==> src/rtl/core/ckvsp_pkg.sv <==
// Package for the checked key/value sentence parser core.
// Character codes, parse phase and status codes, hex digit decode.
// No dependencies.
`default_nettype none

package ckvsp_pkg;

  localparam int MAX_SENTENCE = 255;
  localparam int LEN_W        = 8;

  // parse phases
  localparam logic [2:0] PH_IDLE  = 3'd0;
  localparam logic [2:0] PH_GAP   = 3'd1;
  localparam logic [2:0] PH_TOKEN = 3'd2;
  localparam logic [2:0] PH_HEX   = 3'd3;
  localparam logic [2:0] PH_DRAIN = 3'd4;

  // result status codes
  localparam logic [1:0] ST_UPDATED   = 2'd0;
  localparam logic [1:0] ST_MISMATCH  = 2'd1;
  localparam logic [1:0] ST_ABSENT    = 2'd2;
  localparam logic [1:0] ST_MALFORMED = 2'd3;

  // characters
  localparam logic [7:0] CH_CR    = 8'h0D;
  localparam logic [7:0] CH_LF    = 8'h0A;
  localparam logic [7:0] CH_STAR  = 8'h2A;
  localparam logic [7:0] CH_COMMA = 8'h2C;
  localparam logic [7:0] CH_COLON = 8'h3A;
  localparam logic [7:0] CH_ZERO  = 8'h30;
  localparam logic [7:0] CH_UC_A  = 8'h41;
  localparam logic [7:0] CH_LC_A  = 8'h61;

  typedef struct packed {
    logic       ok;
    logic [3:0] nibble;
  } hex_digit_t;

  function automatic hex_digit_t hex_decode(input logic [7:0] c);
    hex_digit_t r;
    logic [7:0] d;
    r = '0;
    d = '0;
    if (c inside {[8'h30:8'h39]}) begin
      d = c - CH_ZERO;
      r.ok = 1'b1;
    end else if (c inside {[8'h41:8'h46]}) begin
      d = c - CH_UC_A + 8'd10;
      r.ok = 1'b1;
    end else if (c inside {[8'h61:8'h66]}) begin
      d = c - CH_LC_A + 8'd10;
      r.ok = 1'b1;
    end
    r.nibble = d[3:0];
    return r;
  endfunction

endpackage

`default_nettype wire

==> src/rtl/core/checked_key_value_sentence_parser_core.sv <==
// Checked key/value sentence parser core, top level.
// A result is loaded into the output register when its CR/LF byte is accepted.
// Throughput: one byte per cycle; the parse state updates in a single pass per byte.
// Input stalls only while a result sits unread in the output register.
// Reset (rst, synchronous, active high): idle phase, match_key 0, stored reading 0.
// Depends on ckvsp_pkg.
`default_nettype none

module checked_key_value_sentence_parser_core (
  input  wire logic        clk,
  input  wire logic        rst,
  // configuration: match_key
  input  wire logic        cfg_valid,
  output logic             cfg_ready,
  input  wire logic [7:0]  cfg_data,
  // byte stream
  input  wire logic        in_valid,
  output logic             in_ready,
  input  wire logic [7:0]  rx_byte,
  // results
  output logic             out_valid,
  input  wire logic        out_ready,
  output logic [1:0]       status,
  output logic [15:0]      reading,
  output logic [7:0]       received_checksum,
  output logic [7:0]       computed_checksum
);

  // parse state
  logic [7:0]                   match_key;
  logic [2:0]                   phase, phase_next;
  logic [7:0]                   running_xor, running_xor_next;
  logic [7:0]                   hex_accum, hex_accum_next;
  logic [1:0]                   hex_digits_seen, hex_digits_seen_next;
  logic                         in_value_token, in_value_token_next;
  logic [7:0]                   key_accum, key_accum_next;
  logic [15:0]                  value_accum, value_accum_next;
  logic                         past_decimal_point, past_decimal_point_next;
  logic [15:0]                  pending_value, pending_value_next;
  logic                         pending_found, pending_found_next;
  logic [15:0]                  stored_reading, stored_reading_next;
  logic [ckvsp_pkg::LEN_W-1:0]  sentence_length, sentence_length_next;

  // result produced by this byte
  logic        emit;
  logic [1:0]  emit_status;

  logic        accept;
  logic        is_term;
  logic        is_digit;
  logic [3:0]  digit_val;
  logic [19:0] value_x10;
  logic [7:0]  key_x10;
  ckvsp_pkg::hex_digit_t hex_d;

  assign cfg_ready = 1'b1;
  // output register frees a slot when empty or being drained this cycle
  assign in_ready  = !out_valid || out_ready;
  assign accept    = in_valid && in_ready;

  assign is_term   = (rx_byte == ckvsp_pkg::CH_CR) || (rx_byte == ckvsp_pkg::CH_LF);
  assign is_digit  = rx_byte inside {[8'h30:8'h39]};
  assign digit_val = 4'(rx_byte - ckvsp_pkg::CH_ZERO);
  assign hex_d     = ckvsp_pkg::hex_decode(rx_byte);
  // x10 as shift-and-add
  assign key_x10   = (key_accum << 3) + (key_accum << 1) + {4'd0, digit_val};
  assign value_x10 = ({4'd0, value_accum} << 3) + ({4'd0, value_accum} << 1)
                     + {16'd0, digit_val};

  always_comb begin
    phase_next              = phase;
    running_xor_next        = running_xor;
    hex_accum_next          = hex_accum;
    hex_digits_seen_next    = hex_digits_seen;
    in_value_token_next     = in_value_token;
    key_accum_next          = key_accum;
    value_accum_next        = value_accum;
    past_decimal_point_next = past_decimal_point;
    pending_value_next      = pending_value;
    pending_found_next      = pending_found;
    stored_reading_next     = stored_reading;
    sentence_length_next    = sentence_length;
    emit                    = 1'b0;
    emit_status             = ckvsp_pkg::ST_MALFORMED;

    if (accept) begin
      if (is_term) begin
        if (phase != ckvsp_pkg::PH_IDLE) begin
          emit = 1'b1;
          if (phase != ckvsp_pkg::PH_HEX || hex_digits_seen != 2'd2) begin
            emit_status = ckvsp_pkg::ST_MALFORMED;
          end else if (hex_accum != running_xor) begin
            emit_status = ckvsp_pkg::ST_MISMATCH;
          end else if (pending_found) begin
            emit_status         = ckvsp_pkg::ST_UPDATED;
            stored_reading_next = pending_value;
          end else begin
            emit_status = ckvsp_pkg::ST_ABSENT;
          end
          // back to idle for the next sentence
          phase_next              = ckvsp_pkg::PH_IDLE;
          running_xor_next        = '0;
          hex_accum_next          = '0;
          hex_digits_seen_next    = '0;
          in_value_token_next     = 1'b0;
          key_accum_next          = '0;
          value_accum_next        = '0;
          past_decimal_point_next = 1'b0;
          pending_value_next      = '0;
          pending_found_next      = 1'b0;
          sentence_length_next    = '0;
        end
      end else if (phase == ckvsp_pkg::PH_IDLE) begin
        // start byte, skipped
        phase_next           = ckvsp_pkg::PH_GAP;
        sentence_length_next = ckvsp_pkg::LEN_W'(1);
      end else if (phase == ckvsp_pkg::PH_DRAIN) begin
        // drop until terminator
      end else if (sentence_length >= ckvsp_pkg::LEN_W'(ckvsp_pkg::MAX_SENTENCE)) begin
        phase_next = ckvsp_pkg::PH_DRAIN;
      end else begin
        sentence_length_next = sentence_length + ckvsp_pkg::LEN_W'(1);
        if (phase == ckvsp_pkg::PH_HEX) begin
          if (!hex_d.ok || hex_digits_seen == 2'd2) begin
            phase_next = ckvsp_pkg::PH_DRAIN;
          end else begin
            hex_accum_next       = {hex_accum[3:0], hex_d.nibble};
            hex_digits_seen_next = hex_digits_seen + 2'd1;
          end
        end else if (rx_byte == ckvsp_pkg::CH_STAR ||
                     rx_byte == ckvsp_pkg::CH_COMMA ||
                     rx_byte == ckvsp_pkg::CH_COLON) begin
          if (rx_byte != ckvsp_pkg::CH_STAR) begin
            running_xor_next = running_xor ^ rx_byte;
          end
          // close an open token
          if (phase == ckvsp_pkg::PH_TOKEN) begin
            if (!in_value_token) begin
              in_value_token_next = 1'b1;
            end else begin
              if (key_accum == match_key) begin
                pending_value_next = value_accum;
                pending_found_next = 1'b1;
              end
              in_value_token_next = 1'b0;
            end
            key_accum_next          = '0;
            value_accum_next        = '0;
            past_decimal_point_next = 1'b0;
            phase_next              = ckvsp_pkg::PH_GAP;
          end
          if (rx_byte == ckvsp_pkg::CH_STAR) begin
            phase_next           = ckvsp_pkg::PH_HEX;
            hex_accum_next       = '0;
            hex_digits_seen_next = '0;
          end
        end else begin
          // token character
          running_xor_next = running_xor ^ rx_byte;
          phase_next       = ckvsp_pkg::PH_TOKEN;
          if (!past_decimal_point) begin
            if (!is_digit) begin
              past_decimal_point_next = 1'b1;
            end else if (!in_value_token) begin
              key_accum_next = key_x10;
            end else begin
              value_accum_next = (value_x10 > 20'd65535) ? 16'hFFFF : value_x10[15:0];
            end
          end
        end
      end
    end
  end

  always_ff @(posedge clk) begin
    if (rst) begin
      match_key          <= '0;
      phase              <= ckvsp_pkg::PH_IDLE;
      running_xor        <= '0;
      hex_accum          <= '0;
      hex_digits_seen    <= '0;
      in_value_token     <= 1'b0;
      key_accum          <= '0;
      value_accum        <= '0;
      past_decimal_point <= 1'b0;
      pending_value      <= '0;
      pending_found      <= 1'b0;
      stored_reading     <= '0;
      sentence_length    <= '0;
      out_valid          <= 1'b0;
    end else begin
      if (cfg_valid && cfg_ready) begin
        match_key <= cfg_data;
      end
      phase              <= phase_next;
      running_xor        <= running_xor_next;
      hex_accum          <= hex_accum_next;
      hex_digits_seen    <= hex_digits_seen_next;
      in_value_token     <= in_value_token_next;
      key_accum          <= key_accum_next;
      value_accum        <= value_accum_next;
      past_decimal_point <= past_decimal_point_next;
      pending_value      <= pending_value_next;
      pending_found      <= pending_found_next;
      stored_reading     <= stored_reading_next;
      sentence_length    <= sentence_length_next;
      if (emit) begin
        out_valid <= 1'b1;
      end else if (out_ready) begin
        out_valid <= 1'b0;
      end
    end
  end

  // result payload register, loaded with the sentence's checksums as they stood
  always_ff @(posedge clk) begin
    if (emit) begin
      status            <= emit_status;
      reading           <= stored_reading_next;
      received_checksum <= hex_accum;
      computed_checksum <= running_xor;
    end
  end

  // ---------------------------------------------------------------- checks
  // a terminator while idle makes no result
  a_idle_term_silent: assert property (@(posedge clk) disable iff (rst)
    accept && is_term && phase == ckvsp_pkg::PH_IDLE |=> !out_valid)
    else $error("terminator in idle produced a result");

  // a shown result always carries the current stored reading
  a_reading_tracks: assert property (@(posedge clk) disable iff (rst)
    out_valid |-> reading == stored_reading)
    else $error("reading output differs from stored reading");

  // idle means a fully cleared sentence context
  a_idle_clean: assert property (@(posedge clk) disable iff (rst)
    phase == ckvsp_pkg::PH_IDLE |-> sentence_length == '0 && running_xor == '0
                                    && !pending_found)
    else $error("idle phase with stale sentence state");

  // a matching sentence with a pending pair updates the reading
  a_update: assert property (@(posedge clk) disable iff (rst)
    accept && is_term && phase == ckvsp_pkg::PH_HEX && hex_digits_seen == 2'd2 &&
    hex_accum == running_xor && pending_found
    |=> out_valid && status == ckvsp_pkg::ST_UPDATED && reading == $past(pending_value))
    else $error("valid sentence did not update reading");

endmodule

`default_nettype wire

==> config.mk <==
export PLATFORM = sky130hd
export DESIGN_NAME = checked_key_value_sentence_parser_core
export DESIGN_NICKNAME = d
export VERILOG_FILES = /design/src/rtl/core/ckvsp_pkg.sv /design/src/rtl/core/checked_key_value_sentence_parser_core.sv
export SDC_FILE = /design/constraint.sdc
export NUM_CORES = 1
export LEC_CHECK = 0
export BUFFER_PORTS_ARGS = -buffer_cell sky130_fd_sc_hd__buf_2
export CAP_MARGIN = 10
export CORE_ASPECT_RATIO = 0.75
export CORE_UTILIZATION = 60
export DETAILED_ROUTE_END_ITERATION = 6
export PLACE_DENSITY = 0.77
export SLEW_MARGIN = 15
export SYNTH_ARGS = -nofsm -noshare
export SYNTH_HDL_FRONTEND = slang
export SYNTH_SLANG_ARGS = --single-unit
export TNS_END_PERCENT = 20
==> constraint.sdc <==
create_clock -name clk -period 9.5 [get_ports clk]
set_input_delay 0.95 -clock clk [delete_from_list [all_inputs] [get_ports clk]]
set_output_delay 0.95 -clock clk [all_outputs]
set_load 0.005 [all_outputs]
== After elaboration in Yosys (flattened, before gate mapping) ==
Index checks and enable logic that the tools add are counted.

* Bitwise gates (word level): 4
* Reduce and logical (&&, ||, !) cells: 34
* Shift operators: 0
* Mux-type cells: 116
* Multiply operators: 0
* Div/mod/pow operators: 0
* Equal/unequal tests: 28
* Order comparisons: 8
* Add/sub/neg operators: 11

{| class="wikitable"
|+ Operators with widths
! operator !! count
|-
| $mux W16 || 27
|-
| $mux W8 || 30
|-
| $mux W1 || 35
|-
| $mux W3 || 10
|-
| $reduce_and A10 Y1 || 3
|-
| $eq A8 B6 Y1 const B || 3
|-
| $mux W2 || 11
|-
| $add A19 B17 Y20 || 1
|-
| $add A20 B4 Y20 || 1
|-
| $gt A20 B16 Y1 const B || 1
|-
| $eq A8 B4 Y1 const B || 2
|-
| $ge A8 B7 Y1 const B || 2
|-
| $le A8 B7 Y1 const B || 2
|-
| $reduce_and A8 Y1 || 2
|-
| $reduce_bool A3 Y1 || 5
|-
| $reduce_and A7 Y1 || 2
|-
| $mux W4 || 3
|-
| $sub A4 B1 Y4 const B || 3
|-
| $ne A2 B2 Y1 const B || 5
|-
| $reduce_bool A2 Y1 || 5
|-
| $ne A3 B2 Y1 const B || 3
|-
| $ne A3 B3 Y1 const B || 3
|-
| $add A4 B4 Y4 const B || 2
|-
| $add A8 B1 Y8 const B || 1
|-
| 26 further kinds || 39
|}

* Flip-flop bits (word level): 131
* Word-level logic and storage cells: 220
* Latch bits: 0
* RAM bits: 0
* Output and inout bits: 37
* Memories: 0
* Bits of input ports: 21
* Memory bits (read-only): 0

== Logic depth before layout (Yosys ltp) ==
* Word-level depth: 13
* Gate-level depth with buffers: 12
* Gate-level depth less buffers: 10

== Worst setup path after synthesis ==
OpenSTA, ideal clock, no wires.

* Kind: in2reg
* From: in rx_byte[3]
* To: reg reading[10] (data pin)
* Path buffers: 4
* Cell stages on the path: 10
* Path slack: 5,234 ps
* Setup time: 262 ps
* Required time: 9,238 ps
* Data arrival time: 4,004 ps
* Cell sequence: buf_4 > or4b_4 > or3_1 > buf_2 > nor3_4 > nand4_1 > or2_1 > buf_6 > buf_6 > mux2_4

* Cells in the longest elaborated chain, start to end: 4
* Elaborated cells on any way between the ends: 5
* Classes of those cells: 2 x eq/ne; 2 x mux; 1 x reduce/logical

{| class="wikitable"
|+ RTL lines
! what !! line !! text
|-
| from (decl) || checked_key_value_sentence_parser_core.sv:19 || <nowiki>input wire logic [7:0] rx_byte,</nowiki>
|-
| $eq A8 B4 Y1 || checked_key_value_sentence_parser_core.sv:61 || <nowiki>assign is_term = (rx_byte == ckvsp_pkg::CH_CR) || (rx_byte == ckvsp_pkg::CH_LF);</nowiki>
|-
| $logic_or A1 B1 Y1 * || checked_key_value_sentence_parser_core.sv:61 ||
|-
| $mux W16 * || checked_key_value_sentence_parser_core.sv:87 || <nowiki>if (is_term) begin</nowiki>
|-
| $mux W16 * || checked_key_value_sentence_parser_core.sv:86 || <nowiki>if (accept) begin</nowiki>
|-
| named net stored_reading_next[10] || checked_key_value_sentence_parser_core.sv:41 || <nowiki>logic [15:0] stored_reading, stored_reading_next;</nowiki>
|-
| to (signal assigned) || checked_key_value_sentence_parser_core.sv:219 || <nowiki>reading <= stored_reading_next;</nowiki>
|-
| to (decl) || checked_key_value_sentence_parser_core.sv:24 || <nowiki>output logic [15:0] reading,</nowiki>
|}

The timed path passes the listed nets; every way through them passes the cells marked *.
A chain may end at the register's enable or synchronous reset.

== Worst setup path after layout ==
* From: in rx_byte[3]
* To: reg stored_reading[6]

* Cells in the longest elaborated chain, start to end: 4
* Elaborated cells on any way between the ends: 5
* Classes of those cells: 2 x eq/ne; 2 x mux; 1 x reduce/logical

{| class="wikitable"
|+ RTL lines
! what !! line !! text
|-
| $eq A8 B4 Y1 || checked_key_value_sentence_parser_core.sv:61 ||
|-
| $logic_or A1 B1 Y1 * || checked_key_value_sentence_parser_core.sv:61 ||
|-
| $mux W16 * || checked_key_value_sentence_parser_core.sv:87 ||
|-
| $mux W16 * || checked_key_value_sentence_parser_core.sv:86 ||
|-
| named net stored_reading_next[6] || checked_key_value_sentence_parser_core.sv:41 ||
|-
| to (signal assigned) || checked_key_value_sentence_parser_core.sv:205 || <nowiki>stored_reading <= stored_reading_next;</nowiki>
|-
| to (decl) || checked_key_value_sentence_parser_core.sv:41 ||
|}

Marked as above.

==> results.yml <==
outcome:
  outcome: "complete, no violations"
synth:
  synth_top_cell_area_share_pct: 28.9
  synthFlopType: "dfxtp_1"
  syn_avg_cell_area_sq_um: 9.73
  synthCells: 691
  ys_types: 63
  ys_async_sr_fraction_pct: 0
  synth_fp_nets: 764
  synth_area_leader_cell: "dfxtp_1"
  syn_area_sq_mm: 0.00672
  synth_edf_count: 34
  synth.area.top_cells: "dfxtp_1 29%, edfxtp_1 15%, ha_1 8.9%"
  synth_seq_cells: 131
  yosys_warnings: 0
  yosysSeqAreaShare_pct: 44.1
place:
  dp_hpwl_um: 10200
  place_inst: 856
  place_congestion: 0.874
  pre_cts_ws_ns: 4.86
  portBuffers: 56
worst_setup_path:
  cp-start-kind: "input port"
  critPathCaptureType: "flip-flop"
  required_ns: 9.76
  worstSetupPathType: "input port to flip-flop"
  worstPathMaxFanout: 39
  arrival_ns: 4.47
layout:
  layout.nets: 808
  fillers: 814
  final_cells: 888
  n_antenna_cell: 0
  area_growth_pct: 13.5
  drive_above_1_share_pct: 15.6
die:
  die_x_um: 124
  initial_core_util_pct: 61.7
  die_h_um: 93.7
  core_area_sq_mm: 0.0109
  dieArea_sq_mm: 0.0116
  row_count: 33
  io_pins: 58
timing:
  hold_viol: 0
  tns_ns: 0
  fin_crit_ns: 4.21
  fin_ws_ns: 5.29
  finalMaxSlewViolations: 0
  slew_headroom_pct: 38.4
  worstMarginPinSlew_ns: 0.924
  clock.fmax_mhz: 237
  whs_ns: 0.454
  finalSetupViolCount: 0
  finClkSkew_ns: 0.0131
  rsz0062_at_grt: "no"
  post-route-period-util_pct: 44.3
pwr:
  powerDensity_mw_per_mm2: 168
  peakVddDrop_mv: 0.134
  fin_total_pwr_mw: 1.28
  p_leak_nw: 3.15
clock_network:
  clk_pin_slew_ns: 0.06
  cts.path.max_buffers: 2
  htree_num_levels: 4
  cts_made_buffers: 17
  cts-root-buf: "clkbuf_16"
  cts_tree: "done"
  insertion_delay_ns: 0.41
  post_cts_resized: 0
  hold_buffers: 0
  post_cts_buffers: 0
  clock_sinks: 131
job:
  drv_cap: 0
drt:
  met2_length_um: 6310
  drc: 0
  drt-initial-drc-count: 536
  wl_met1_um: 6940
  viasPerCell: 5.91
  routed_wl_um: 14300
  vias: 5250
  dr.pass1.iters: 6
  wire_per_inst_um: 16.1
  ant_nets: 0
  top_layer_used: "met4"
  wl_met3_um: 824
grt:
  grt_overflow_total: 0
  grt_pass1_vias: 4963
  antenna_found_initial: 0
  grt_pass1_wl_um: 23700
  grt_max_degree: 74
  grtUsageTotal_pct: 25.8
hold_path:
  hold_path_class: "flip-flop to flip-flop"
==> worst paths after layout <==
path / endpoint / slack (ns) / start / cells past startpoint
hold / removal: pending_value[8] / 0.45 / pending_value[8] / 2
setup / recovery: stored_reading[6] / 5.29 / rx_byte[3] / 9
setup reg to reg: value_accum[7] / 6.19 / value_accum[0] / 9
hold reg to reg: pending_value[8] / 0.45 / pending_value[8] / 2
==> kinds of logic after synthesis <==
logic type / share of synthesized area, %
xor+xnor: 6.77
mux: 5.03
flops: 44.1
compound gates: 13.2
simple gates: 17.2
other cells: 0.0558
fa+ha+maj: 10.1
buf+inv: 3.52
==> per-stage QoR <==
step / util [%] / area [sq um]
after floorplan: - / 6720
after global placement: 64.6 / 7050
after detailed placement: 64.6 / 7050
after CTS: 70.0 / 7630
after global routing: 70.0 / 7630
final: 70.0 / 7630
==> critical path, stage by stage <==
cell	delay, ns
buf_2	0.25
or4b_4	0.52
or3_1	0.68
nor3_4	0.27
buf_4	0.46
nand4_1	0.17
or2_1	0.58
mux2_4	0.44
nor2b_1	0.13
==> flip-flops by register name, summed over array words and instances, names as in the netlist <==
signal	flops
stored_reading	16
value_accum	16
past_decimal_point	1
status	2
sentence_length	8
hex_digits_seen	2
key_accum	8
pending_value	16
running_xor	8
in_value_token	1
computed_checksum	8
out_valid	1
hex_accum	8
phase	3
received_checksum	8
match_key	8
reading	16
pending_found	1
==> cell usage in the layout (no fill, tap or decap), types with 5 or more instances in the layout <==
master,synthesis,final
inv_1,20,20
dfxtp_1,97,97
and3_1,5,5
mux2_4,10,10
o21ai_0,22,22
ha_1,48,48
a31oi_1,18,18
nand2b_1,5,5
a211oi_1,5,5
a21o_1,9,9
nand3_1,27,27
nor2b_1,19,19
buf_2,3,56
a21oi_1,60,60
mux2_2,6,6
xor2_1,28,28
mux2i_1,12,12
xnor2_1,24,24
or3_1,16,16
nor3_1,6,6
nand4_1,14,14
inv_6,0,6
edfxtp_1,34,34
clkbuf_16,0,18
nor2_1,42,42
nand2_1,69,69
==> power breakdown <==
part | leakage, nW | internal [mW] | switching, mW | total, mW
logic | 1.78 | 0.0238 | 0.0390 | 0.0628
clock network | 0.281 | 0.386 | 0.248 | 0.634
registers | 1.09 | 0.577 | 0.00655 | 0.583
total | 3.15 | 0.987 | 0.293 | 1.28
==> area by class of cell <==
type	count	area [sq um]	area share, %
flip-flops and latches	131	2960	38.8
well taps	140	175	2.30
multi-input cells	505	3520	46.2
clock buffers	20	468	6.13
inverters	20	75.1	0.984
repair buffers	60	310	4.07
clock inverters	12	115	1.51
==> routing by layer <==
| layer | vias up | GRT usage, % |
|---|---|---|
| li1 | 2570 | - |
| met1 | 2461 | 35.3 |
| met2 | 196 | 39.9 |
| met3 | 23 | 6.66 |
| met4 | 0 | 8.33 |
| met5 | - | 0 |
==> cell usage after synthesis, types with 12 or more instances <==
cell type  instances
or3_1             16
nand4_1           14
ha_1              48
o21ai_0           22
dfxtp_1           97
xnor2_1           24
nor2_1            42
mux2i_1           12
nand2_1           69
a31oi_1           18
xor2_1            28
nor2b_1           19
inv_1             20
nand3_1           27
a21oi_1           60
edfxtp_1          34
clkbuf_1          25
No activity file was read; power rests on OpenSTA's default activity.
